[src/sv/aes128_pkg.sv]
// Package with AES-128 tables, round functions and shared types.
package aes128_pkg;

    localparam int Rounds = 10;
    localparam int KeyWords = Rounds + 1;
    localparam int QueueDepth = 2;
    localparam int PipeDepth = Rounds + 1;

    localparam logic CmdEncrypt = 1'b0;
    localparam logic CmdDecrypt = 1'b1;

    localparam logic [0:0] RegKeyHigh = 1'b0;
    localparam logic [0:0] RegKeyLow = 1'b1;

    typedef logic [127:0] t_block;
    typedef logic [7:0] t_byte;

    typedef struct packed {
        logic   decrypt;
        t_block data;
    } t_word;

    function automatic t_byte fwd_sbox(input t_byte x);
        t_byte tab [256];
        tab = '{
            8'h63,8'h7c,8'h77,8'h7b,8'hf2,8'h6b,8'h6f,8'hc5,8'h30,8'h01,8'h67,8'h2b,8'hfe,8'hd7,8'hab,8'h76,
            8'hca,8'h82,8'hc9,8'h7d,8'hfa,8'h59,8'h47,8'hf0,8'had,8'hd4,8'ha2,8'haf,8'h9c,8'ha4,8'h72,8'hc0,
            8'hb7,8'hfd,8'h93,8'h26,8'h36,8'h3f,8'hf7,8'hcc,8'h34,8'ha5,8'he5,8'hf1,8'h71,8'hd8,8'h31,8'h15,
            8'h04,8'hc7,8'h23,8'hc3,8'h18,8'h96,8'h05,8'h9a,8'h07,8'h12,8'h80,8'he2,8'heb,8'h27,8'hb2,8'h75,
            8'h09,8'h83,8'h2c,8'h1a,8'h1b,8'h6e,8'h5a,8'ha0,8'h52,8'h3b,8'hd6,8'hb3,8'h29,8'he3,8'h2f,8'h84,
            8'h53,8'hd1,8'h00,8'hed,8'h20,8'hfc,8'hb1,8'h5b,8'h6a,8'hcb,8'hbe,8'h39,8'h4a,8'h4c,8'h58,8'hcf,
            8'hd0,8'hef,8'haa,8'hfb,8'h43,8'h4d,8'h33,8'h85,8'h45,8'hf9,8'h02,8'h7f,8'h50,8'h3c,8'h9f,8'ha8,
            8'h51,8'ha3,8'h40,8'h8f,8'h92,8'h9d,8'h38,8'hf5,8'hbc,8'hb6,8'hda,8'h21,8'h10,8'hff,8'hf3,8'hd2,
            8'hcd,8'h0c,8'h13,8'hec,8'h5f,8'h97,8'h44,8'h17,8'hc4,8'ha7,8'h7e,8'h3d,8'h64,8'h5d,8'h19,8'h73,
            8'h60,8'h81,8'h4f,8'hdc,8'h22,8'h2a,8'h90,8'h88,8'h46,8'hee,8'hb8,8'h14,8'hde,8'h5e,8'h0b,8'hdb,
            8'he0,8'h32,8'h3a,8'h0a,8'h49,8'h06,8'h24,8'h5c,8'hc2,8'hd3,8'hac,8'h62,8'h91,8'h95,8'he4,8'h79,
            8'he7,8'hc8,8'h37,8'h6d,8'h8d,8'hd5,8'h4e,8'ha9,8'h6c,8'h56,8'hf4,8'hea,8'h65,8'h7a,8'hae,8'h08,
            8'hba,8'h78,8'h25,8'h2e,8'h1c,8'ha6,8'hb4,8'hc6,8'he8,8'hdd,8'h74,8'h1f,8'h4b,8'hbd,8'h8b,8'h8a,
            8'h70,8'h3e,8'hb5,8'h66,8'h48,8'h03,8'hf6,8'h0e,8'h61,8'h35,8'h57,8'hb9,8'h86,8'hc1,8'h1d,8'h9e,
            8'he1,8'hf8,8'h98,8'h11,8'h69,8'hd9,8'h8e,8'h94,8'h9b,8'h1e,8'h87,8'he9,8'hce,8'h55,8'h28,8'hdf,
            8'h8c,8'ha1,8'h89,8'h0d,8'hbf,8'he6,8'h42,8'h68,8'h41,8'h99,8'h2d,8'h0f,8'hb0,8'h54,8'hbb,8'h16
        };
        return tab[x];
    endfunction

    function automatic t_byte inv_sbox(input t_byte x);
        t_byte tab [256];
        tab = '{
            8'h52,8'h09,8'h6a,8'hd5,8'h30,8'h36,8'ha5,8'h38,8'hbf,8'h40,8'ha3,8'h9e,8'h81,8'hf3,8'hd7,8'hfb,
            8'h7c,8'he3,8'h39,8'h82,8'h9b,8'h2f,8'hff,8'h87,8'h34,8'h8e,8'h43,8'h44,8'hc4,8'hde,8'he9,8'hcb,
            8'h54,8'h7b,8'h94,8'h32,8'ha6,8'hc2,8'h23,8'h3d,8'hee,8'h4c,8'h95,8'h0b,8'h42,8'hfa,8'hc3,8'h4e,
            8'h08,8'h2e,8'ha1,8'h66,8'h28,8'hd9,8'h24,8'hb2,8'h76,8'h5b,8'ha2,8'h49,8'h6d,8'h8b,8'hd1,8'h25,
            8'h72,8'hf8,8'hf6,8'h64,8'h86,8'h68,8'h98,8'h16,8'hd4,8'ha4,8'h5c,8'hcc,8'h5d,8'h65,8'hb6,8'h92,
            8'h6c,8'h70,8'h48,8'h50,8'hfd,8'hed,8'hb9,8'hda,8'h5e,8'h15,8'h46,8'h57,8'ha7,8'h8d,8'h9d,8'h84,
            8'h90,8'hd8,8'hab,8'h00,8'h8c,8'hbc,8'hd3,8'h0a,8'hf7,8'he4,8'h58,8'h05,8'hb8,8'hb3,8'h45,8'h06,
            8'hd0,8'h2c,8'h1e,8'h8f,8'hca,8'h3f,8'h0f,8'h02,8'hc1,8'haf,8'hbd,8'h03,8'h01,8'h13,8'h8a,8'h6b,
            8'h3a,8'h91,8'h11,8'h41,8'h4f,8'h67,8'hdc,8'hea,8'h97,8'hf2,8'hcf,8'hce,8'hf0,8'hb4,8'he6,8'h73,
            8'h96,8'hac,8'h74,8'h22,8'he7,8'had,8'h35,8'h85,8'he2,8'hf9,8'h37,8'he8,8'h1c,8'h75,8'hdf,8'h6e,
            8'h47,8'hf1,8'h1a,8'h71,8'h1d,8'h29,8'hc5,8'h89,8'h6f,8'hb7,8'h62,8'h0e,8'haa,8'h18,8'hbe,8'h1b,
            8'hfc,8'h56,8'h3e,8'h4b,8'hc6,8'hd2,8'h79,8'h20,8'h9a,8'hdb,8'hc0,8'hfe,8'h78,8'hcd,8'h5a,8'hf4,
            8'h1f,8'hdd,8'ha8,8'h33,8'h88,8'h07,8'hc7,8'h31,8'hb1,8'h12,8'h10,8'h59,8'h27,8'h80,8'hec,8'h5f,
            8'h60,8'h51,8'h7f,8'ha9,8'h19,8'hb5,8'h4a,8'h0d,8'h2d,8'he5,8'h7a,8'h9f,8'h93,8'hc9,8'h9c,8'hef,
            8'ha0,8'he0,8'h3b,8'h4d,8'hae,8'h2a,8'hf5,8'hb0,8'hc8,8'heb,8'hbb,8'h3c,8'h83,8'h53,8'h99,8'h61,
            8'h17,8'h2b,8'h04,8'h7e,8'hba,8'h77,8'hd6,8'h26,8'he1,8'h69,8'h14,8'h63,8'h55,8'h21,8'h0c,8'h7d
        };
        return tab[x];
    endfunction

    function automatic t_byte xtime(input t_byte x);
        return {x[6:0], 1'b0} ^ (x[7] ? 8'h1b : 8'h00);
    endfunction

    function automatic t_byte get_byte(input t_block b, input int i);
        return b[127 - 8 * i -: 8];
    endfunction

    function automatic t_block sub_shift(input t_block b, input logic inv);
        t_block o;
        int src;
        o = '0;
        for (int c = 0; c < 4; c++) begin
            for (int r = 0; r < 4; r++) begin
                if (inv) begin
                    src = ((c - r + 4) & 3) * 4 + r;
                    o[127 - 8 * (c * 4 + r) -: 8] = inv_sbox(get_byte(b, src));
                end else begin
                    src = ((c + r) & 3) * 4 + r;
                    o[127 - 8 * (c * 4 + r) -: 8] = fwd_sbox(get_byte(b, src));
                end
            end
        end
        return o;
    endfunction

    function automatic t_block mix(input t_block b, input logic inv);
        t_block o;
        t_byte a [4];
        t_byte a2 [4];
        t_byte a4 [4];
        t_byte a8 [4];
        o = '0;
        for (int c = 0; c < 4; c++) begin
            for (int r = 0; r < 4; r++) begin
                a[r] = get_byte(b, c * 4 + r);
                a2[r] = xtime(a[r]);
                a4[r] = xtime(a2[r]);
                a8[r] = xtime(a4[r]);
            end
            for (int r = 0; r < 4; r++) begin
                if (inv) begin
                    o[127 - 8 * (c * 4 + r) -: 8] =
                        (a8[r] ^ a4[r] ^ a2[r]) ^
                        (a8[(r + 1) & 3] ^ a2[(r + 1) & 3] ^ a[(r + 1) & 3]) ^
                        (a8[(r + 2) & 3] ^ a4[(r + 2) & 3] ^ a[(r + 2) & 3]) ^
                        (a8[(r + 3) & 3] ^ a[(r + 3) & 3]);
                end else begin
                    o[127 - 8 * (c * 4 + r) -: 8] = a2[r] ^ a2[(r + 1) & 3] ^
                        a[(r + 1) & 3] ^ a[(r + 2) & 3] ^ a[(r + 3) & 3];
                end
            end
        end
        return o;
    endfunction

endpackage

[src/sv/aes128_keyexp.sv]
// Key schedule unit: expands one round key per cycle into a register file.
module aes128_keyexp
    import aes128_pkg::*;
(
    input  logic   i_clk,
    input  logic   i_rst_n,
    input  logic   i_start,
    input  t_block i_key,
    output t_block o_keys [KeyWords],
    output logic   o_busy
);
    localparam int CntW = $clog2(KeyWords + 1);

    logic [CntW-1:0] r_cnt;
    logic [CntW-1:0] n_cnt;
    t_block r_cur;
    t_byte r_rc;
    t_block r_keys [KeyWords];
    t_block n_next;
    logic [31:0] w_rot;
    logic [31:0] w_t;

    always_comb begin
        w_rot = {r_cur[23:0], r_cur[31:24]};
        w_t = {fwd_sbox(w_rot[31:24]) ^ r_rc, fwd_sbox(w_rot[23:16]),
               fwd_sbox(w_rot[15:8]), fwd_sbox(w_rot[7:0])};
        n_next[127:96] = r_cur[127:96] ^ w_t;
        n_next[95:64] = r_cur[95:64] ^ n_next[127:96];
        n_next[63:32] = r_cur[63:32] ^ n_next[95:64];
        n_next[31:0] = r_cur[31:0] ^ n_next[63:32];
        n_cnt = r_cnt;
        if (i_start) begin
            n_cnt = CntW'(1);
        end else if (r_cnt != '0 && r_cnt != CntW'(KeyWords)) begin
            n_cnt = r_cnt + CntW'(1);
        end else begin
            n_cnt = '0;
        end
    end

    always_ff @(posedge i_clk) begin
        if (!i_rst_n) begin
            r_cnt <= '0;
        end else begin
            r_cnt <= n_cnt;
        end
        if (i_start) begin
            r_cur <= i_key;
            r_rc <= 8'h01;
            r_keys[0] <= i_key;
        end else if (r_cnt != '0 && r_cnt != CntW'(KeyWords)) begin
            r_cur <= n_next;
            r_rc <= xtime(r_rc);
            r_keys[r_cnt[$clog2(KeyWords)-1:0]] <= n_next;
        end
    end

    assign o_keys = r_keys;
    assign o_busy = i_start || (r_cnt != '0 && r_cnt != CntW'(KeyWords));
endmodule

[config.mk]
export PLATFORM = sky130hd
export DESIGN_NAME = aes128_keyexp
export DESIGN_NICKNAME = d
export VERILOG_FILES = /design/src/sv/aes128_pkg.sv /design/src/sv/aes128_keyexp.sv
export SDC_FILE = /design/constraint.sdc
export NUM_CORES = 2
export LEC_CHECK = 0
export BUFFER_PORTS_ARGS = -buffer_cell sky130_fd_sc_hd__buf_4
export CORE_AREA = 2 2 608 610
export DETAILED_ROUTE_END_ITERATION = 10
export DIE_AREA = 0 0 610 612
export MAX_ROUTING_LAYER = met4
export PLACE_DENSITY = 0.46
export SYNTH_ARGS = -nofsm -noshare
export SYNTH_HDL_FRONTEND = slang
export SYNTH_SLANG_ARGS = --single-unit
[constraint.sdc]
create_clock -name i_clk -period 6 [get_ports i_clk]
set_input_delay 1.2 -clock i_clk [delete_from_list [all_inputs] [get_ports i_clk]]
set_output_delay 1.2 -clock i_clk [all_outputs]
set_load 0.005 [all_outputs]
==> metrics.yaml <==
overflow: 0
rrSetupSlack_ps: 690
grt_first_pass_wirelength_microns: 458000
outcome: "finished, final reports clean"
drt-initial-drc-count: 4858
routed-wl-met2_microns: 175000
cp.required_ps: 6460
cts_made_buffers: 182
synth_nets: 4437
portBuffers: 1539
yosysUniqueCellTypes: 100
synth_compound_area_share_pct: 10.5
fmax_mhz: 188
start_util_pct: 17.5
tns_ps: 0
finalMaxSlewViolations: 0
synth.cell_area_sq_um: 64400
grtUsageTotal_pct: 18.5
crit_path_start: "r_cur[25]"
worst-path-max-fanout: 15
synth_fa_ha_area_share_pct: 1.17
synth_edf_count: 1536
area_growth_pct: 40.1
drt-total-wl_microns: 354000
clk_latency_ps: 890
cts_sinks: 1548
fp.dieArea_sq_um: 373000
yosysWarnings: 0
min_path_cells: 2
grt_max_degree: 137
rsz0062_at_grt: "false"
worstMarginPinSlew_ps: 1340
top_layer: "met4"
fin_nets: 6208
core-area_sq_um: 367000
vias: 48452
cts-root-buf: "clkbuf_16"
setup_violations: 0
wl_met3_microns: 22000
min_period_ps: 5310
syn-instance-count: 4246
clockBufferDepth: 4
synth_largest_area_cell: "edfxtp_1"
final_cell_mix: "buf_4 (1853), edfxtp_1 (1536), o21ai_0 (183), clkbuf_16 (183), nand2_1 (162)"
fp.dieH_microns: 612
relSlewSlack_pct: 10.4
via_per_inst: 4.40
async_reset_ff_share_pct: 0
crit_path_end_kind: "register"
synth_simple_gate_area_share_pct: 8.16
critPathLaunchType: "register"
maxCapViolCount: 0
endpoint: "o_keys[807]"
min-delay-start: "r_rc[6]"
htree_num_levels: 4
cts_resized: 0
syn_area_per_cell_sq_um: 15.2
rows: 223
place_congestion: 0.957
cp.arrival_ps: 5770
rr_startpoint: "r_cur[25]"
ios: 1540
synth_area_leaders: "edfxtp_1 (72%), and2_1 (1.6%), xnor2_1 (1.5%), o21ai_0 (1.4%), a21oi_1 (1.2%)"
synth_top_cell_area_share_pct: 71.6
path_class: "reg2reg"
r2r_end: "o_keys[807]"
post_cts_buffers: 0
cts_tree: "yes"
route.layer.met1.wl_microns: 145000
hold_violations: 0
firstDrtPassIters: 6
first_global_vias: 47305
synth_mux_area_share_pct: 2.53
antenna_found_initial: 44
antenna_left: 0
ys_seq_area_share_pct: 72.0
ys_ff_latch: 1548
mostFrequentLayoutCell: "buf_4"
routedWlPerCell_microns: 32.1
hpwl_microns: 260000
worst_r2r_path_depth: 10
ys.flop_type: "edfxtp_1"
die_x_microns: 610
clk_pin_slew_ps: 60
drive_gt1_share_pct: 38.8
hold_path.class: "reg2reg"
synth_xor_xnor_area_share_pct: 3.09
skew_ps: 82.0
synth_top_family_by_area: "compound AO/OA/AOI/OAI gates"
timing.final.crit_share_pct: 88.5
cts_hold_buf: 0
drc: 0
-- flip-flops by register name, indices dropped and copies added (netlist names) --
name,cells
o_keys,1408
r_cur,128
r_cnt,4
r_rc,8
-- area by class of cell --
type | count | area [sq um]
sequential | 1548 | 46400
timing repair buffer | 1894 | 14700
multi-input combinational | 2322 | 16900
inverter | 69 | 267
clock buffer | 211 | 4680
fill | 38485 | 277000
tap | 4837 | 6050
antenna | 18 | 45.0
clock inverter | 117 | 1160
-- through the flow --
stage,hold WS (ps),area [sq um],cells,setup slack [ps],util (%)
3_5_place_dp,529,84400,10670,509,23.0
2_1_floorplan,496,64400,4246,127,-
4_1_cts,478,90200,10998,483,24.6
5_1_grt,517,90200,11007,348,24.6
3_3_place_gp,508,84300,10670,436,23.0
6_report,542,90200,11016,690,24.6
-- synth_stat cells (24+ instances only) --
library cell and number:
mux2i_1 43, a211oi_1 58, a21oi_1 156, a31oi_1 48, and2_1 163, a221oi_1 24
o21ai_0 183, nor2_1 157, o211ai_1 53, edfxtp_1 1536, a311oi_1 39, mux2_2 59
clkbuf_1 156, nand2_1 163, o311ai_0 34, buf_1 28, xor2_1 50, nor2b_1 89
o31ai_1 33, a21o_1 75, nor3_1 85, nand3_1 81, and3_1 25, ha_1 60
buf_2 102, xnor2_1 107, o21bai_1 24, inv_1 58, nand2b_1 99
-- layer usage --
metal	vias to the layer above	track usage (%)
met3	453	2.97
li1	20035	-
met1	25539	22.8
met2	2425	30.9
met5	-	-
met4	0	5.76
-- cells by family after synthesis --
family                     after synthesis
DFF                                   1548
and+or+nand+nor                        986
xor gates and xnor gates               188
muxes                                  126
adders and majority gates               60
buffers and inverters                  376
AOI/OAI and AO/OA                      962
-- worst max-delay path, cell delays in order, from the launching register on --
cell and delay (ps):
edfxtp_1 420, inv_1 270, ha_1 550, and2_1 500, o21ai_0 500, a21oi_1 120, a221oi_1 340, a21oi_1 90
a22oi_2 570, xnor2_2 390, xor2_2 1110
-- worst min-delay path by stage --
stage | to | slack [ps]
2_1_floorplan | r_rc[4] | 500
3_3_place_gp | r_rc[4] | 510
3_5_place_dp | r_rc[1] | 530
4_1_cts | r_cnt[0] | 480
5_1_grt | r_cnt[0] | 520
6_report | r_rc[7] | 540
Power is left out: the tool's default activity adds up to more than one toggle a clock period on the data nets, which glitch-free logic cannot reach.
