`config.mk`:
```
export PLATFORM = sky130hd
export DESIGN_NAME = aes128_front
export DESIGN_NICKNAME = d
export VERILOG_FILES = /design/src/sv/aes128_pkg.sv /design/src/sv/aes128_front.sv
export SDC_FILE = /design/constraint.sdc
export NUM_CORES = 1
export LEC_CHECK = 0
export ABC_CLOCK_PERIOD_IN_PS = 6100
export BUFFER_PORTS_ARGS = -buffer_cell sky130_fd_sc_hd__buf_2
export CAP_MARGIN = 40
export CORE_MARGIN = 2
export CORE_UTILIZATION = 52
export CTS_CLUSTER_SIZE = 20
export DETAILED_ROUTE_END_ITERATION = 6
export PLACE_DENSITY = 0.79
export RECOVER_POWER = 100
export SYNTH_ARGS = -nofsm -noshare
export SYNTH_HDL_FRONTEND = slang
export SYNTH_SLANG_ARGS = --single-unit
```
`constraint.sdc`:
```
create_clock -name i_clk -period 6.1 [get_ports i_clk]
set_input_delay 1.22 -clock i_clk [delete_from_list [all_inputs] [get_ports i_clk]]
set_output_delay 1.22 -clock i_clk [all_outputs]
set_load 0.05 [all_outputs]
```
`src/sv/aes128_pkg.sv`:
```
// Package with AES-128 tables, round functions and shared types.
package aes128_pkg;

    localparam int Rounds = 10;
    localparam int KeyWords = Rounds + 1;
    localparam int QueueDepth = 2;
    localparam int PipeDepth = Rounds + 1;

    localparam logic CmdEncrypt = 1'b0;
    localparam logic CmdDecrypt = 1'b1;

    localparam logic [0:0] RegKeyHigh = 1'b0;
    localparam logic [0:0] RegKeyLow = 1'b1;

    typedef logic [127:0] t_block;
    typedef logic [7:0] t_byte;

    typedef struct packed {
        logic   decrypt;
        t_block data;
    } t_word;

    function automatic t_byte fwd_sbox(input t_byte x);
        t_byte tab [256];
        tab = '{
            8'h63,8'h7c,8'h77,8'h7b,8'hf2,8'h6b,8'h6f,8'hc5,8'h30,8'h01,8'h67,8'h2b,8'hfe,8'hd7,8'hab,8'h76,
            8'hca,8'h82,8'hc9,8'h7d,8'hfa,8'h59,8'h47,8'hf0,8'had,8'hd4,8'ha2,8'haf,8'h9c,8'ha4,8'h72,8'hc0,
            8'hb7,8'hfd,8'h93,8'h26,8'h36,8'h3f,8'hf7,8'hcc,8'h34,8'ha5,8'he5,8'hf1,8'h71,8'hd8,8'h31,8'h15,
            8'h04,8'hc7,8'h23,8'hc3,8'h18,8'h96,8'h05,8'h9a,8'h07,8'h12,8'h80,8'he2,8'heb,8'h27,8'hb2,8'h75,
            8'h09,8'h83,8'h2c,8'h1a,8'h1b,8'h6e,8'h5a,8'ha0,8'h52,8'h3b,8'hd6,8'hb3,8'h29,8'he3,8'h2f,8'h84,
            8'h53,8'hd1,8'h00,8'hed,8'h20,8'hfc,8'hb1,8'h5b,8'h6a,8'hcb,8'hbe,8'h39,8'h4a,8'h4c,8'h58,8'hcf,
            8'hd0,8'hef,8'haa,8'hfb,8'h43,8'h4d,8'h33,8'h85,8'h45,8'hf9,8'h02,8'h7f,8'h50,8'h3c,8'h9f,8'ha8,
            8'h51,8'ha3,8'h40,8'h8f,8'h92,8'h9d,8'h38,8'hf5,8'hbc,8'hb6,8'hda,8'h21,8'h10,8'hff,8'hf3,8'hd2,
            8'hcd,8'h0c,8'h13,8'hec,8'h5f,8'h97,8'h44,8'h17,8'hc4,8'ha7,8'h7e,8'h3d,8'h64,8'h5d,8'h19,8'h73,
            8'h60,8'h81,8'h4f,8'hdc,8'h22,8'h2a,8'h90,8'h88,8'h46,8'hee,8'hb8,8'h14,8'hde,8'h5e,8'h0b,8'hdb,
            8'he0,8'h32,8'h3a,8'h0a,8'h49,8'h06,8'h24,8'h5c,8'hc2,8'hd3,8'hac,8'h62,8'h91,8'h95,8'he4,8'h79,
            8'he7,8'hc8,8'h37,8'h6d,8'h8d,8'hd5,8'h4e,8'ha9,8'h6c,8'h56,8'hf4,8'hea,8'h65,8'h7a,8'hae,8'h08,
            8'hba,8'h78,8'h25,8'h2e,8'h1c,8'ha6,8'hb4,8'hc6,8'he8,8'hdd,8'h74,8'h1f,8'h4b,8'hbd,8'h8b,8'h8a,
            8'h70,8'h3e,8'hb5,8'h66,8'h48,8'h03,8'hf6,8'h0e,8'h61,8'h35,8'h57,8'hb9,8'h86,8'hc1,8'h1d,8'h9e,
            8'he1,8'hf8,8'h98,8'h11,8'h69,8'hd9,8'h8e,8'h94,8'h9b,8'h1e,8'h87,8'he9,8'hce,8'h55,8'h28,8'hdf,
            8'h8c,8'ha1,8'h89,8'h0d,8'hbf,8'he6,8'h42,8'h68,8'h41,8'h99,8'h2d,8'h0f,8'hb0,8'h54,8'hbb,8'h16
        };
        return tab[x];
    endfunction

    function automatic t_byte inv_sbox(input t_byte x);
        t_byte tab [256];
        tab = '{
            8'h52,8'h09,8'h6a,8'hd5,8'h30,8'h36,8'ha5,8'h38,8'hbf,8'h40,8'ha3,8'h9e,8'h81,8'hf3,8'hd7,8'hfb,
            8'h7c,8'he3,8'h39,8'h82,8'h9b,8'h2f,8'hff,8'h87,8'h34,8'h8e,8'h43,8'h44,8'hc4,8'hde,8'he9,8'hcb,
            8'h54,8'h7b,8'h94,8'h32,8'ha6,8'hc2,8'h23,8'h3d,8'hee,8'h4c,8'h95,8'h0b,8'h42,8'hfa,8'hc3,8'h4e,
            8'h08,8'h2e,8'ha1,8'h66,8'h28,8'hd9,8'h24,8'hb2,8'h76,8'h5b,8'ha2,8'h49,8'h6d,8'h8b,8'hd1,8'h25,
            8'h72,8'hf8,8'hf6,8'h64,8'h86,8'h68,8'h98,8'h16,8'hd4,8'ha4,8'h5c,8'hcc,8'h5d,8'h65,8'hb6,8'h92,
            8'h6c,8'h70,8'h48,8'h50,8'hfd,8'hed,8'hb9,8'hda,8'h5e,8'h15,8'h46,8'h57,8'ha7,8'h8d,8'h9d,8'h84,
            8'h90,8'hd8,8'hab,8'h00,8'h8c,8'hbc,8'hd3,8'h0a,8'hf7,8'he4,8'h58,8'h05,8'hb8,8'hb3,8'h45,8'h06,
            8'hd0,8'h2c,8'h1e,8'h8f,8'hca,8'h3f,8'h0f,8'h02,8'hc1,8'haf,8'hbd,8'h03,8'h01,8'h13,8'h8a,8'h6b,
            8'h3a,8'h91,8'h11,8'h41,8'h4f,8'h67,8'hdc,8'hea,8'h97,8'hf2,8'hcf,8'hce,8'hf0,8'hb4,8'he6,8'h73,
            8'h96,8'hac,8'h74,8'h22,8'he7,8'had,8'h35,8'h85,8'he2,8'hf9,8'h37,8'he8,8'h1c,8'h75,8'hdf,8'h6e,
            8'h47,8'hf1,8'h1a,8'h71,8'h1d,8'h29,8'hc5,8'h89,8'h6f,8'hb7,8'h62,8'h0e,8'haa,8'h18,8'hbe,8'h1b,
            8'hfc,8'h56,8'h3e,8'h4b,8'hc6,8'hd2,8'h79,8'h20,8'h9a,8'hdb,8'hc0,8'hfe,8'h78,8'hcd,8'h5a,8'hf4,
            8'h1f,8'hdd,8'ha8,8'h33,8'h88,8'h07,8'hc7,8'h31,8'hb1,8'h12,8'h10,8'h59,8'h27,8'h80,8'hec,8'h5f,
            8'h60,8'h51,8'h7f,8'ha9,8'h19,8'hb5,8'h4a,8'h0d,8'h2d,8'he5,8'h7a,8'h9f,8'h93,8'hc9,8'h9c,8'hef,
            8'ha0,8'he0,8'h3b,8'h4d,8'hae,8'h2a,8'hf5,8'hb0,8'hc8,8'heb,8'hbb,8'h3c,8'h83,8'h53,8'h99,8'h61,
            8'h17,8'h2b,8'h04,8'h7e,8'hba,8'h77,8'hd6,8'h26,8'he1,8'h69,8'h14,8'h63,8'h55,8'h21,8'h0c,8'h7d
        };
        return tab[x];
    endfunction

    function automatic t_byte xtime(input t_byte x);
        return {x[6:0], 1'b0} ^ (x[7] ? 8'h1b : 8'h00);
    endfunction

    function automatic t_byte get_byte(input t_block b, input int i);
        return b[127 - 8 * i -: 8];
    endfunction

    function automatic t_block sub_shift(input t_block b, input logic inv);
        t_block o;
        int src;
        o = '0;
        for (int c = 0; c < 4; c++) begin
            for (int r = 0; r < 4; r++) begin
                if (inv) begin
                    src = ((c - r + 4) & 3) * 4 + r;
                    o[127 - 8 * (c * 4 + r) -: 8] = inv_sbox(get_byte(b, src));
                end else begin
                    src = ((c + r) & 3) * 4 + r;
                    o[127 - 8 * (c * 4 + r) -: 8] = fwd_sbox(get_byte(b, src));
                end
            end
        end
        return o;
    endfunction

    function automatic t_block mix(input t_block b, input logic inv);
        t_block o;
        t_byte a [4];
        t_byte a2 [4];
        t_byte a4 [4];
        t_byte a8 [4];
        o = '0;
        for (int c = 0; c < 4; c++) begin
            for (int r = 0; r < 4; r++) begin
                a[r] = get_byte(b, c * 4 + r);
                a2[r] = xtime(a[r]);
                a4[r] = xtime(a2[r]);
                a8[r] = xtime(a4[r]);
            end
            for (int r = 0; r < 4; r++) begin
                if (inv) begin
                    o[127 - 8 * (c * 4 + r) -: 8] =
                        (a8[r] ^ a4[r] ^ a2[r]) ^
                        (a8[(r + 1) & 3] ^ a2[(r + 1) & 3] ^ a[(r + 1) & 3]) ^
                        (a8[(r + 2) & 3] ^ a4[(r + 2) & 3] ^ a[(r + 2) & 3]) ^
                        (a8[(r + 3) & 3] ^ a[(r + 3) & 3]);
                end else begin
                    o[127 - 8 * (c * 4 + r) -: 8] = a2[r] ^ a2[(r + 1) & 3] ^
                        a[(r + 1) & 3] ^ a[(r + 2) & 3] ^ a[(r + 3) & 3];
                end
            end
        end
        return o;
    endfunction

endpackage

```
`src/sv/aes128_front.sv`:
```
// Front end: a short two-word queue ahead of the round pipeline.
module aes128_front
    import aes128_pkg::*;
(
    input  logic  i_clk,
    input  logic  i_rst_n,
    input  logic  i_valid,
    output logic  o_ready,
    input  t_word i_word,
    output logic  o_valid,
    input  logic  i_ready,
    output t_word o_word
);
    localparam int PtrW = $clog2(QueueDepth);

    t_word r_mem [QueueDepth];
    logic [PtrW-1:0] r_wp;
    logic [PtrW-1:0] r_rp;
    logic [PtrW:0] r_cnt;
    logic w_push;
    logic w_pop;

    assign o_ready = r_cnt != (PtrW+1)'(QueueDepth);
    assign o_valid = r_cnt != '0;
    assign w_push = i_valid && o_ready;
    assign w_pop = o_valid && i_ready;
    assign o_word = r_mem[r_rp];

    always_ff @(posedge i_clk) begin
        if (!i_rst_n) begin
            r_wp <= '0;
            r_rp <= '0;
            r_cnt <= '0;
        end else begin
            if (w_push) r_wp <= r_wp + PtrW'(1);
            if (w_pop) r_rp <= r_rp + PtrW'(1);
            r_cnt <= r_cnt + (PtrW+1)'(w_push) - (PtrW+1)'(w_pop);
        end
        if (w_push) r_mem[r_wp] <= i_word;
    end
endmodule

```
==> run summary <==
The total die area came out at 19,600 sq um. The total wirelength of the detailed-routed design came out at 18,500 um. The pin count of the biggest net entering global routing came out at 54.

The count of warnings emitted by yosys came out at 0. The detailed-route via count is about 4,900. The total of max-cap violations came out at 1. The share of post-route cells with drive strength above 1 is between 30% and 40%. The TritonCTS clock tree is yes. The flip-flop and latch count after synthesis is approximately 260. The transition at the pin with the smallest max-transition slack came out at ~2.4 ns. Measured on the finished design, the core utilization comes to between 60% and 70%.

The category of the critical setup timing path is in -> reg. Once detail routing completed, the nets flagged for antenna violations numbered 0. Setup repair after global routing left no endpoint under its margin. In this run the tightest slew margin relative to its limit is -61.9%.

Dividing total power by cell area gives a power density of 465 nW/um^2. 0 antenna diodes ended up in the layout. The remaining global-route overflow is 0. The global-route wire length before repair is around 28,000 um. The run finished, with violations left. The number of nets at the end of the flow is 847. Synthesis produced a netlist whose cell count is 430. In this run the worst path has a maximum fanout of 53.

The quantity of gates resized following cts came out at 0. The final setup TNS is 0 ns. The number of global-route vias before repair is roughly 5,400.

The synthesized net count came out at ~560. The worst setup path is launched from a primary input. The final reports fail on DRC, capacitance limit, slew limit. The number of synthesized flops with an enable pin is between 200 and 300. The area of the core region is ~18,000 sq um. Across every metal layer, demand over resource in global routing totals 18.2%.

The number of antenna violations at the first check in global routing came out at 1. In this run the deepest clock path goes through 3 buffers. The data required time of the critical path is slightly above 6 ns. The worst ir drop on vdd came out at around 0.28 mV. In the synthesized netlist the dominant register cell turns out to be sky130_fd_sc_hd__edfxtp_1. The final weighted congestion in routability-driven placement came out at roughly 0.77. The worst setup path is captured at a flop. Of the available clock period, the critical path in the final layout requires around three quarters. The relative area change from synthesis to final layout is 22.8%. The largest clock skew in the final design came out at about 0.0043 ns. The min-delay analysis places its worst path in the category reg -> reg. The final hold violation count came to 0. The vertical extent of the die came out at 140 um. The clock network latency to the later pin of the worst-skew pair is about 0.51 ns. The top achievable clock speed is roughly 220 MHz.

In this run, distinct cell masters in the synthesized netlist total 24. Setup violations remaining at the end of the flow were counted as 0. CTS placed an instance of sky130_fd_sc_hd__clkbuf_16 at the clock tree root. The per-cell via count in the routed design is slightly above 5. The number of placement rows came out at a little under 50. The final routed DRC violation total is 15. Buffers added to address setup during post-CTS repair amount to 0. Counting flops with an async set or reset pin after synthesis yields a share of 0%. The half-perimeter wire length after placement is 12,200 um. The number of hold buffers added after cts is 0.

The leakage power is 4.00 nW. The pre-antenna-repair detailed-routing pass consisted of 7 iterations. The mean instance size in the synthesized netlist came out at ~22 sq um. During I/O placement, the number of pins put on the boundary was about 260. The total count of max-transition violations in the final report came out at 54. The shortest clock period the worst path allows after layout is roughly 4.5 ns. The total clock sinks came out at 263. After synthesis, flip-flops and latches occupy between 80% and 90% of the total area. Data arrives at the worst endpoint at between 4 and 5 ns.

Input and output buffers added on the ports amount to 263. The effective utilization at floorplan came out at between 50 and 60%. The H-tree depth is 1.

The average wire per cell in the routed design came out at around 19 um. The CTS clock-pin slew for the worst setup and hold paths is roughly 0.06 ns. In this run, CTS created clock tree buffers numbering 26. The number of DRC markers in iteration 0 is approximately 220. The mapped netlist covers 9620 sq um. The die is around 140 um wide.
## cells in the mapped netlist (2+ instances only)
cell type / count / share of area [%]
sky130_fd_sc_hd__edfxtp_1: 258 / 81
sky130_fd_sc_hd__mux2_2: 129 / 15
sky130_fd_sc_hd__buf_6: 13 / 1.5
sky130_fd_sc_hd__dfxtp_1: 5 / 1.0
sky130_fd_sc_hd__and2_1: 3 / 0.20
sky130_fd_sc_hd__a21bo_2: 2 / 0.21
sky130_fd_sc_hd__nor2_1: 2 / 0.078
sky130_fd_sc_hd__o21ai_0: 2 / 0.10
## sequential cells by signal (all words and copies together) (netlist names), named ones only
name and flops:
r_mem 258, r_cnt 2, r_rp 1, r_wp 1
## layout by cell type, fill, tap and decap left out, types with 2 or more instances in the layout
master and count:
sky130_fd_sc_hd__buf_2 76, sky130_fd_sc_hd__a21bo_2 2, sky130_fd_sc_hd__bufinv_16 5, sky130_fd_sc_hd__clkbuf_1 191, sky130_fd_sc_hd__clkinv_1 2, sky130_fd_sc_hd__nor2_1 2
sky130_fd_sc_hd__clkbuf_16 27, sky130_fd_sc_hd__clkinv_2 2, sky130_fd_sc_hd__mux2_2 123, sky130_fd_sc_hd__buf_4 3, sky130_fd_sc_hd__edfxtp_1 258, sky130_fd_sc_hd__mux2_1 6
sky130_fd_sc_hd__dfxtp_1 4, sky130_fd_sc_hd__clkbuf_8 5, sky130_fd_sc_hd__and2_1 2, sky130_fd_sc_hd__o21ai_0 2, sky130_fd_sc_hd__clkbuf_2 3
## metrics by stage
| step | worst slack, ns | power (mW) | hold slack, ns | instance area [sq um] | std cells |
|---|---|---|---|---|---|
| 6_report | 1.61 | 5.49 | 0.597 | 11800 | 961 |
| 3_5_place_dp | 2.89 | 3.89 | 0.585 | 11100 | 914 |
| 4_1_cts | 2.34 | 5.60 | 0.599 | 12100 | 961 |
| 5_1_grt | 1.22 | 5.68 | 0.622 | 11800 | 961 |
| 3_3_place_gp | 2.92 | 3.86 | 0.569 | 11100 | 914 |
| 2_1_floorplan | 1.36 | 3.60 | 0.529 | 9620 | 430 |
## worst max-delay path: stages
cell	delay [ns]
sky130_fd_sc_hd__clkbuf_1	0.16
sky130_fd_sc_hd__nand3b_1	0.16
sky130_fd_sc_hd__clkinvlp_2	1.83
sky130_fd_sc_hd__clkbuf_2	1.11
## path summary, 6_finish.rpt
kind,from,depth (start not counted),slack [ns],end
worst min register to register,r_rp$_SDFFE_PN0P_,2,0.60,flop
worst min-delay path,r_rp$_SDFFE_PN0P_,2,0.60,flop
worst max-delay path,i_valid,4,1.61,r_mem[0][111]$_DFFE_PP_
worst max register to register,r_cnt[1]$_SDFF_PN0_,4,1.94,r_mem[0][111]$_DFFE_PP_
## routing by layer
layer  wire length [um]  up-vias  part of all wire, %  global-route usage [%]
met5                 11        -                0.059                       0
met4                492        2                  2.7                    5.74
met3               1820       43                  9.8                    6.56
met2               9410      204                   51                    32.3
met1               6800     2406                   37                    20.6
li1                   -     2281                    -                       -
## kinds of logic after synthesis
group / Yosys count / synth area share [%]
AOI/OAI and AO/OA: 7 / 0.559
xor gates and xnor gates: 1 / 0.0910
buffers and inverters: 15 / 1.61
DFF: 263 / 81.6
and+or+nand+nor: 13 / 0.845
muxes: 130 / 15.2
adders and majority gates: 1 / 0.130
## area by class of cell
class,instances,area [sq um]
multi-input combinational,152,1620
fill,1324,6270
sequential,263,7850
timing repair buffer,269,1120
clock inverter,10,175
tap,229,287
clock buffer,37,763
inverter,1,5.00
## report_power, final
group,internal [mW],switching [mW]
Combinational,0.363,1.14
Sequential,2.21,0.0798
Clock,1.08,0.627
Total,3.65,1.85
No activity file was read; power rests on OpenSTA's default activity.
